--- config.mk ---
export PLATFORM = sky130hd
export DESIGN_NAME = hall_tachometer_speed
export DESIGN_NICKNAME = d
export VERILOG_FILES = /design/src/hts_pkg.sv /design/src/hts_divider.sv /design/src/hts_datapath.sv /design/src/hts_ctrl.sv /design/src/hall_tachometer_speed.sv
export SDC_FILE = /design/constraint.sdc
export NUM_CORES = 2
export LEC_CHECK = 0
export ABC_AREA = 1
export BUFFER_PORTS_ARGS = -buffer_cell sky130_fd_sc_hd__buf_2
export CAP_MARGIN = 20
export CORE_ASPECT_RATIO = 0.5
export CORE_MARGIN = 4
export CORE_UTILIZATION = 40
export DETAILED_ROUTE_END_ITERATION = 10
export PLACE_DENSITY_LB_ADDON = 0.12
export SYNTH_ARGS = -nofsm -noshare
export SYNTH_HDL_FRONTEND = slang
export SYNTH_HIERARCHICAL = 1
export SYNTH_SLANG_ARGS = --single-unit
--- constraint.sdc ---
create_clock -name i_clk -period 16.05 [get_ports i_clk]
set_input_delay 3.21 -clock i_clk [delete_from_list [all_inputs] [get_ports i_clk]]
set_output_delay 3.21 -clock i_clk [all_outputs]
set_load 0.01 [all_outputs]
--- src/hts_pkg.sv ---
`timescale 1ns / 1ps
// ----------------------------------------------------------------------------
// hts_pkg: shared types and constants for the hall tachometer
// Holds the controller states, the command/status structs and the fixed-point
// scaling constants that are used by the datapath and the divider.
// ----------------------------------------------------------------------------
package hts_pkg;

    // timestamp and result widths
    localparam int TIME_W = 32;
    localparam int RES_W  = 32;
    localparam int DIAM_W = 16;

    // divider geometry: dividend holds the speed numerator, divisor holds 11 * period
    localparam int DVD_W     = 41;
    localparam int DSR_W     = TIME_W + 4;
    localparam int DIV_CNT_W = $clog2(DVD_W);
    localparam logic [DIV_CNT_W-1:0] DIV_LAST = DIV_CNT_W'(DVD_W - 1);

    // 60e6 * 256, numerator of rpm in q8
    localparam logic [DVD_W-1:0] RPM_NUM_Q8 = 41'd15360000000;
    // 7500000 * pi (q20), multiplied by the diameter and shifted down by 20
    localparam int KSPD_W = 45;
    localparam logic [KSPD_W-1:0] SPEED_K = 45'd24706492500000;
    localparam int PROD_W = KSPD_W + DIAM_W;

    localparam logic [RES_W-1:0] SAT32 = '1;

    // configuration register indexes
    localparam logic CFG_ENABLE   = 1'b0;
    localparam logic CFG_DIAMETER = 1'b1;

    // controller states
    typedef enum logic [2:0] {
        S_IDLE,
        S_EVAL,
        S_START,
        S_WAIT,
        S_DONE
    } t_state;

    // controller to datapath
    typedef struct packed {
        logic take;       // input transaction accepted
        logic eval;       // evaluate special cases, register operands
        logic div_start;  // launch both dividers
        logic save;       // capture divider quotients
        logic load_out;   // move result into the output register
    } t_ctrl_cmd;

    // datapath to controller
    typedef struct packed {
        logic need_div;
        logic div_done;
        logic out_free;
    } t_dp_status;

    // clamp a wide quotient to 32 bits
    function automatic logic [RES_W-1:0] sat32(input logic [DVD_W-1:0] q);
        logic [RES_W-1:0] r;
        if (q[DVD_W-1:RES_W] != '0) begin
            r = SAT32;
        end else begin
            r = q[RES_W-1:0];
        end
        return r;
    endfunction

endpackage

--- src/hts_divider.sv ---
`timescale 1ns / 1ps
// ----------------------------------------------------------------------------
// hts_divider: iterative restoring divider
// One quotient bit per cycle, done pulse at the end.
// ----------------------------------------------------------------------------
module hts_divider
    import hts_pkg::*;
(
    input  logic             i_clk,
    input  logic             i_rst_n,
    input  logic             i_start,
    input  logic [DVD_W-1:0] i_dividend,
    input  logic [DSR_W-1:0] i_divisor,
    output logic             o_done,
    output logic [DVD_W-1:0] o_quotient
);

    logic                 r_busy, n_busy;
    logic                 r_done, n_done;
    logic [DIV_CNT_W-1:0] r_cnt, n_cnt;
    logic [DSR_W-1:0]     r_rem, n_rem;
    logic [DVD_W-1:0]     r_quo, n_quo;
    logic [DSR_W-1:0]     r_dvsr, n_dvsr;
    logic [DSR_W:0]       shifted;
    logic [DSR_W:0]       diff;

    // one restoring step
    assign shifted = {r_rem, r_quo[DVD_W-1]};
    assign diff    = shifted - {1'b0, r_dvsr};

    always_comb begin
        n_busy = r_busy;
        n_done = 1'b0;
        n_cnt  = r_cnt;
        n_rem  = r_rem;
        n_quo  = r_quo;
        n_dvsr = r_dvsr;
        if (i_start) begin
            n_busy = 1'b1;
            n_cnt  = '0;
            n_rem  = '0;
            n_quo  = i_dividend;
            n_dvsr = i_divisor;
        end else if (r_busy) begin
            if (!diff[DSR_W]) begin
                n_rem = diff[DSR_W-1:0];
                n_quo = {r_quo[DVD_W-2:0], 1'b1};
            end else begin
                n_rem = shifted[DSR_W-1:0];
                n_quo = {r_quo[DVD_W-2:0], 1'b0};
            end
            n_cnt = r_cnt + 1'b1;
            if (r_cnt == DIV_LAST) begin
                n_busy = 1'b0;
                n_done = 1'b1;
            end
        end
    end

    // control state
    always_ff @(posedge i_clk) begin
        if (!i_rst_n) begin
            r_busy <= 1'b0;
            r_done <= 1'b0;
            r_cnt  <= '0;
        end else begin
            r_busy <= n_busy;
            r_done <= n_done;
            r_cnt  <= n_cnt;
        end
    end

    // working registers
    always_ff @(posedge i_clk) begin
        r_rem  <= n_rem;
        r_quo  <= n_quo;
        r_dvsr <= n_dvsr;
    end

    assign o_done     = r_done;
    assign o_quotient = r_quo;

    // partial remainder stays below the divisor
    a_rem_bound: assert property (@(posedge i_clk) disable iff (!i_rst_n)
        r_busy && (r_dvsr != '0) |-> r_rem < r_dvsr)
        else $error("divider remainder out of range");

    // a new division is never launched over a running one
    a_no_restart: assert property (@(posedge i_clk) disable iff (!i_rst_n)
        i_start |-> !r_busy)
        else $error("divider restarted while busy");

endmodule

--- src/hts_datapath.sv ---
`timescale 1ns / 1ps
// ----------------------------------------------------------------------------
// hts_datapath: edge tracking, scaling and result registers
// Holds configuration, the falling-edge timestamps, the speed numerator
// multiply, two dividers for rpm and speed, and the output register.
// ----------------------------------------------------------------------------
module hts_datapath
    import hts_pkg::*;
(
    input  logic              i_clk,
    input  logic              i_rst_n,
    input  logic              i_cfg_we,
    input  logic              i_cfg_idx,
    input  logic [DIAM_W-1:0] i_cfg_data,
    input  logic              i_pin_level,
    input  logic [TIME_W-1:0] i_timestamp_us,
    input  t_ctrl_cmd         i_cmd,
    output t_dp_status        o_status,
    input  logic              i_out_stall,
    output logic              o_out_valid,
    output logic              o_revolution_done,
    output logic [RES_W-1:0]  o_rpm_q8,
    output logic [RES_W-1:0]  o_speed_mph_q8
);

    logic              r_enable;
    logic [DIAM_W-1:0] r_diameter;
    logic              r_high_seen;
    logic [TIME_W-1:0] r_prev_time;
    logic [TIME_W-1:0] r_last_time;
    logic [1:0]        r_edges;
    logic              r_done;
    logic [DVD_W-1:0]  r_num;
    logic [DSR_W-1:0]  r_spd_div;
    logic [RES_W-1:0]  r_rpm;
    logic [RES_W-1:0]  r_spd;
    logic              r_out_valid;
    logic              r_out_done;
    logic [RES_W-1:0]  r_out_rpm;
    logic [RES_W-1:0]  r_out_spd;

    logic [TIME_W-1:0] period;
    logic              results_on;
    logic              period_zero;
    logic [PROD_W-1:0] product;
    logic [DSR_W-1:0]  spd_div;
    logic              rpm_done, spd_done;
    logic [DVD_W-1:0]  rpm_quo, spd_quo;

    // period and operands
    assign period      = r_last_time - r_prev_time;
    assign period_zero = (period == '0);
    assign results_on  = r_enable && r_edges[1];
    assign product     = PROD_W'(r_diameter) * PROD_W'(SPEED_K);
    assign spd_div     = {4'b0, period} + {1'b0, period, 3'b0} + {3'b0, period, 1'b0};

    // configuration writes
    always_ff @(posedge i_clk) begin
        if (!i_rst_n) begin
            r_enable   <= 1'b0;
            r_diameter <= '0;
        end else if (i_cfg_we) begin
            case (i_cfg_idx)
                CFG_ENABLE:   r_enable   <= i_cfg_data[0];
                CFG_DIAMETER: r_diameter <= i_cfg_data;
                default:      r_enable   <= r_enable;
            endcase
        end
    end

    // falling edge detection on each accepted sample
    always_ff @(posedge i_clk) begin
        if (!i_rst_n) begin
            r_high_seen <= 1'b0;
            r_prev_time <= '0;
            r_last_time <= '0;
            r_edges     <= '0;
            r_done      <= 1'b0;
        end else if (i_cmd.take) begin
            r_done <= 1'b0;
            if (r_enable) begin
                if (i_pin_level) begin
                    r_high_seen <= 1'b1;
                end else if (r_high_seen) begin
                    r_prev_time <= r_last_time;
                    r_last_time <= i_timestamp_us;
                    r_high_seen <= 1'b0;
                    r_done      <= 1'b1;
                    if (!r_edges[1]) begin
                        r_edges <= r_edges + 2'd1;
                    end
                end
            end
        end
    end

    // special cases and division operands
    always_ff @(posedge i_clk) begin
        if (i_cmd.eval) begin
            r_num     <= product[PROD_W-1:PROD_W-DVD_W];
            r_spd_div <= spd_div;
            if (!results_on) begin
                r_rpm <= '0;
                r_spd <= '0;
            end else begin
                r_rpm <= SAT32;
                r_spd <= (r_diameter != '0) ? SAT32 : '0;
            end
        end else if (i_cmd.save) begin
            r_rpm <= sat32(rpm_quo);
            r_spd <= sat32(spd_quo);
        end
    end

    // rpm = 60e6 * 256 / period
    hts_divider u_div_rpm (
        .i_clk      (i_clk),
        .i_rst_n    (i_rst_n),
        .i_start    (i_cmd.div_start),
        .i_dividend (RPM_NUM_Q8),
        .i_divisor  ({4'b0, period}),
        .o_done     (rpm_done),
        .o_quotient (rpm_quo)
    );

    // speed = numerator / (11 * period)
    hts_divider u_div_spd (
        .i_clk      (i_clk),
        .i_rst_n    (i_rst_n),
        .i_start    (i_cmd.div_start),
        .i_dividend (r_num),
        .i_divisor  (r_spd_div),
        .o_done     (spd_done),
        .o_quotient (spd_quo)
    );

    // output register
    always_ff @(posedge i_clk) begin
        if (!i_rst_n) begin
            r_out_valid <= 1'b0;
        end else if (i_cmd.load_out) begin
            r_out_valid <= 1'b1;
        end else if (!i_out_stall) begin
            r_out_valid <= 1'b0;
        end
    end

    always_ff @(posedge i_clk) begin
        if (i_cmd.load_out) begin
            r_out_done <= r_done;
            r_out_rpm  <= r_rpm;
            r_out_spd  <= r_spd;
        end
    end

    assign o_status.need_div = results_on && !period_zero;
    assign o_status.div_done = rpm_done;
    assign o_status.out_free = !r_out_valid || !i_out_stall;

    assign o_out_valid       = r_out_valid;
    assign o_revolution_done = r_out_done;
    assign o_rpm_q8          = r_out_rpm;
    assign o_speed_mph_q8    = r_out_spd;

    // both dividers run the same step count and finish together
    a_div_lockstep: assert property (@(posedge i_clk) disable iff (!i_rst_n)
        rpm_done == spd_done)
        else $error("rpm and speed dividers out of step");

    // edge counter saturates at two
    a_edges_sat: assert property (@(posedge i_clk) disable iff (!i_rst_n)
        r_edges != 2'd3)
        else $error("edge counter overflow");

endmodule

--- src/hts_ctrl.sv ---
`timescale 1ns / 1ps
// ----------------------------------------------------------------------------
// hts_ctrl: sequencing state machine
// Takes one sample, evaluates it, runs the dividers when a nonzero period is known
// and hands the result to the output register.
// ----------------------------------------------------------------------------
module hts_ctrl
    import hts_pkg::*;
(
    input  logic       i_clk,
    input  logic       i_rst_n,
    input  logic       i_in_valid,
    input  t_dp_status i_status,
    output t_ctrl_cmd  o_cmd,
    output logic       o_in_stall
);

    t_state r_state, n_state;

    // state register
    always_ff @(posedge i_clk) begin
        if (!i_rst_n) begin
            r_state <= S_IDLE;
        end else begin
            r_state <= n_state;
        end
    end

    // next state and commands
    always_comb begin
        n_state = r_state;
        o_cmd   = '0;
        case (r_state)
            S_IDLE: begin
                if (i_in_valid) begin
                    o_cmd.take = 1'b1;
                    n_state    = S_EVAL;
                end
            end
            S_EVAL: begin
                o_cmd.eval = 1'b1;
                n_state    = i_status.need_div ? S_START : S_DONE;
            end
            S_START: begin
                o_cmd.div_start = 1'b1;
                n_state         = S_WAIT;
            end
            S_WAIT: begin
                if (i_status.div_done) begin
                    o_cmd.save = 1'b1;
                    n_state    = S_DONE;
                end
            end
            S_DONE: begin
                if (i_status.out_free) begin
                    o_cmd.load_out = 1'b1;
                    n_state        = S_IDLE;
                end
            end
            default: begin
                n_state = S_IDLE;
            end
        endcase
    end

    assign o_in_stall = (r_state != S_IDLE);

    // result only moves into a free output register
    a_load_free: assert property (@(posedge i_clk) disable iff (!i_rst_n)
        o_cmd.load_out |-> i_status.out_free)
        else $error("output register overwritten");

    // launching the dividers always leads to the wait state
    a_start_wait: assert property (@(posedge i_clk) disable iff (!i_rst_n)
        o_cmd.div_start |=> r_state == S_WAIT)
        else $error("divider launch without wait");

endmodule

--- src/hall_tachometer_speed.sv ---
`timescale 1ns / 1ps
// ----------------------------------------------------------------------------
// hall_tachometer_speed: period-measuring tachometer for a hall sensor
// Detects falling edges after a high level, measures the edge-to-edge period
// and reports rpm and wheel speed in mph, both unsigned q8 and saturated.
//
//   channel  direction  handshake                 payload
//   input    in         i_in_valid / o_in_stall   i_pin_level, i_timestamp_us
//   output   out        o_out_valid / i_out_stall o_revolution_done, o_rpm_q8,
//                                                 o_speed_mph_q8
//   config   in         i_cfg_we                  i_cfg_idx, i_cfg_data
//
// A sample that yields rpm and speed from a known nonzero period waits on
// the two 41-step restoring dividers running side by side; other samples
// skip the dividers. One transaction is in work at a time.
// The output register lets a new sample in while a result waits on a stall.
// Synchronous active-low reset clears configuration and edge history.
// ----------------------------------------------------------------------------
module hall_tachometer_speed
    import hts_pkg::*;
(
    input  logic              i_clk,
    input  logic              i_rst_n,
    input  logic              i_cfg_we,
    input  logic              i_cfg_idx,
    input  logic [DIAM_W-1:0] i_cfg_data,
    input  logic              i_in_valid,
    output logic              o_in_stall,
    input  logic              i_pin_level,
    input  logic [TIME_W-1:0] i_timestamp_us,
    output logic              o_out_valid,
    input  logic              i_out_stall,
    output logic              o_revolution_done,
    output logic [RES_W-1:0]  o_rpm_q8,
    output logic [RES_W-1:0]  o_speed_mph_q8
);

    t_ctrl_cmd  cmd;
    t_dp_status status;

    // sequencing
    hts_ctrl u_ctrl (
        .i_clk      (i_clk),
        .i_rst_n    (i_rst_n),
        .i_in_valid (i_in_valid),
        .i_status   (status),
        .o_cmd      (cmd),
        .o_in_stall (o_in_stall)
    );

    // arithmetic and storage
    hts_datapath u_dp (
        .i_clk             (i_clk),
        .i_rst_n           (i_rst_n),
        .i_cfg_we          (i_cfg_we),
        .i_cfg_idx         (i_cfg_idx),
        .i_cfg_data        (i_cfg_data),
        .i_pin_level       (i_pin_level),
        .i_timestamp_us    (i_timestamp_us),
        .i_cmd             (cmd),
        .o_status          (status),
        .i_out_stall       (i_out_stall),
        .o_out_valid       (o_out_valid),
        .o_revolution_done (o_revolution_done),
        .o_rpm_q8          (o_rpm_q8),
        .o_speed_mph_q8    (o_speed_mph_q8)
    );

endmodule

==> flow_summary.toml <==
[critical_path]
crit_fanout = 12
slowest_stage = "dfxtp_1"
required_ns = 16.43
worst-setup-path-type = "reg2reg"
setup.worst_path.start_class = "register"
worst-path-buf-inv = 5
cp_top_family = "adder cells"
crit_chain = "inv_1 > ha_1 > xor2_1 > ha_1 > inv_1 > fa_1 > inv_1 > fa_1 > fa_1 > inv_1 > fa_1 > inv_1 > ha_1 > a21oi_1 > o21ai_0 > a21oi_1 > nor2_1 > a211oi_1 > o21ai_0 > nand2_1 > nand2_1 > nand2_1 > nand2_1"
end_kind = "register"
cpPeakStageDelay_ns = 0.76
crit_top_cell = "inv_1"
arrival_ns = 6.91

[sta]
fin_setup_tns_ns = 0
fmax_mhz = 153
worstMarginPinSlew_ns = 1.02
grt_setup_unrepaired = "no"
slew_violations = 0
fin_ws_ns = 9.52
slew_headroom = 0.317
hold_viol = 0
timing.final.crit_share = 0.407
fin_worst_skew_ns = 0.0186
fin_crit_ns = 6.53
setup_viol_count_final = 0

[die]
rows = 82
die_x_um = 462
start_util = 0.407
core-area_um2 = 101000
ios = 122
die_area_um2 = 108000
die_h_um = 235

[detailed_routing]
firstDrtPassIters = 6
avgViaCountPerCell = 4.83
vias = 32300
detail-route-antenna-nets = 0
drc = 0
drtIter0Drc = 2210
routedWlPerCell_um = 17.1
postRouteWirelength_um = 115000

[clock_tree]
clock-sinks = 536
tritoncts = "done"
htree_num_levels = 2
ctsResizeCount = 0
post-cts-setup-buffers = 0
ctsHoldBuffers = 0
cts_buffer_depth = 3
clk_pin_slew_ns = 0.07
worstSkewPairLatency_ns = 0.63
cts-root-buf = "clkbuf_16"
cts_made_buffers = 53

[global_route]
grt_pass1_vias = 31400
track_usage = 0.210
grt_max_degree = 124
grt_overflow = 0
grt_pass1_wl_um = 180000
antenna_found_initial = 3

[cells_and_area]
drive_above_1_share = 0.0789
most-common-layout-cells = "nand2_1 (1438), inv_1 (1007), nor2_1 (385)"
regArea_um2 = 14300
layout_commonest_cell = "nand2_1"
fillerInstances = 10300
nNetsFinal = 5906
syn_to_final_growth_pct = 9.74
multi_input_area_um2 = 22800

[place]
dp_hpwl_um = 92900
portBuffers = 121
post-place-ws_ns = 9.63
routabilityCongestion = 0.937

[synthesis]
ys_warn_count = 6
synth_area_um2 = 41200
avgSynthCellArea_um2 = 8.00
netlist_instances = 5142

[pwr]
p_per_area_nw_per_um2 = 121
leakage_nw = 22.9
power_mw = 5.47
vdd_drop_max_mv = 0.0965

[run_status]
status = "finished clean"

[run]
drv_cap = 0

[hold_path]
hold_path.class = "reg2reg"
-- worst register-to-register path, cell delays in order (launching register included) --
cell	delay, ns
dfxtp_1	0.76
inv_1	0.20
ha_1	0.43
xor2_1	0.21
ha_1	0.30
inv_1	0.10
fa_1	0.54
inv_1	0.05
fa_1	0.52
fa_1	0.58
inv_1	0.07
fa_1	0.56
inv_1	0.05
ha_1	0.36
a21oi_1	0.27
o21ai_0	0.22
a21oi_1	0.22
nor2_1	0.06
a211oi_1	0.16
o21ai_0	0.27
nand2_1	0.20
nand2_1	0.07
nand2_1	0.06
nand2_1	0.04
-- flip-flops by register name, indices dropped and copies added (netlist names), 32 cells and up --
signal	flops
u_dp/r_spd_div	36
u_dp/r_rpm	32
u_dp/u_div_rpm/r_dvsr	36
u_dp/o_speed_mph_q8	32
u_dp/u_div_rpm/o_quotient	41
u_dp/o_rpm_q8	32
u_dp/u_div_spd/r_rem	36
u_dp/r_last_time	32
u_dp/u_div_spd/r_dvsr	36
u_dp/r_spd	32
u_dp/r_num	41
u_dp/u_div_rpm/r_rem	36
u_dp/r_prev_time	32
u_dp/u_div_spd/o_quotient	41
-- stage by stage --
step / hold slack (ns) / util / instance area, um^2 / instances
final: 0.413 / 0.447 / 45200 / 6685
after global routing: 0.423 / 0.447 / 45200 / 6684
after CTS: 0.412 / 0.446 / 45100 / 6681
after detailed placement: 0.405 / 0.429 / 43400 / 6581
after global placement: 0.402 / 0.429 / 43300 / 6580
after floorplan: 0.400 / - / 41300 / 5185
-- report_power, final --
| part | switching (mW) | internal, mW |
|---|---|---|
| clock network | 0.566 | 0.715 |
| registers | 0.0536 | 1.67 |
| logic | 1.63 | 0.831 |
-- layout make-up --
type                            instances  area share
Antenna cell                            2    0.000111
Sequential cell                       536       0.317
Clock buffer                           70      0.0326
Tap cell                             1344      0.0372
Clock inverter                         30     0.00645
Multi-Input combinational cell       3546       0.504
Timing Repair Buffer                  142      0.0179
Inverter                             1015      0.0844
-- layer usage --
metal	share of wire	track usage
met1	0.49	0.311
met2	0.45	0.334
met3	0.039	0.0223
met5	0	0
met4	0.018	0.0391
-- final timing paths --
path,from,to,slack (ns),cells past startpoint
worst min register to register,u_dp/r_spd_div[4],u_dp/u_div_spd/r_dvsr[4],0.41,0
worst min-delay path,u_dp/r_spd_div[4],u_dp/u_div_spd/r_dvsr[4],0.41,0
worst max register to register,u_dp/r_diameter[14],u_dp/r_num[39],9.52,23
worst max-delay path,u_dp/r_diameter[14],u_dp/r_num[39],9.52,23
Note: power is estimated with default switching activity, not from simulation.
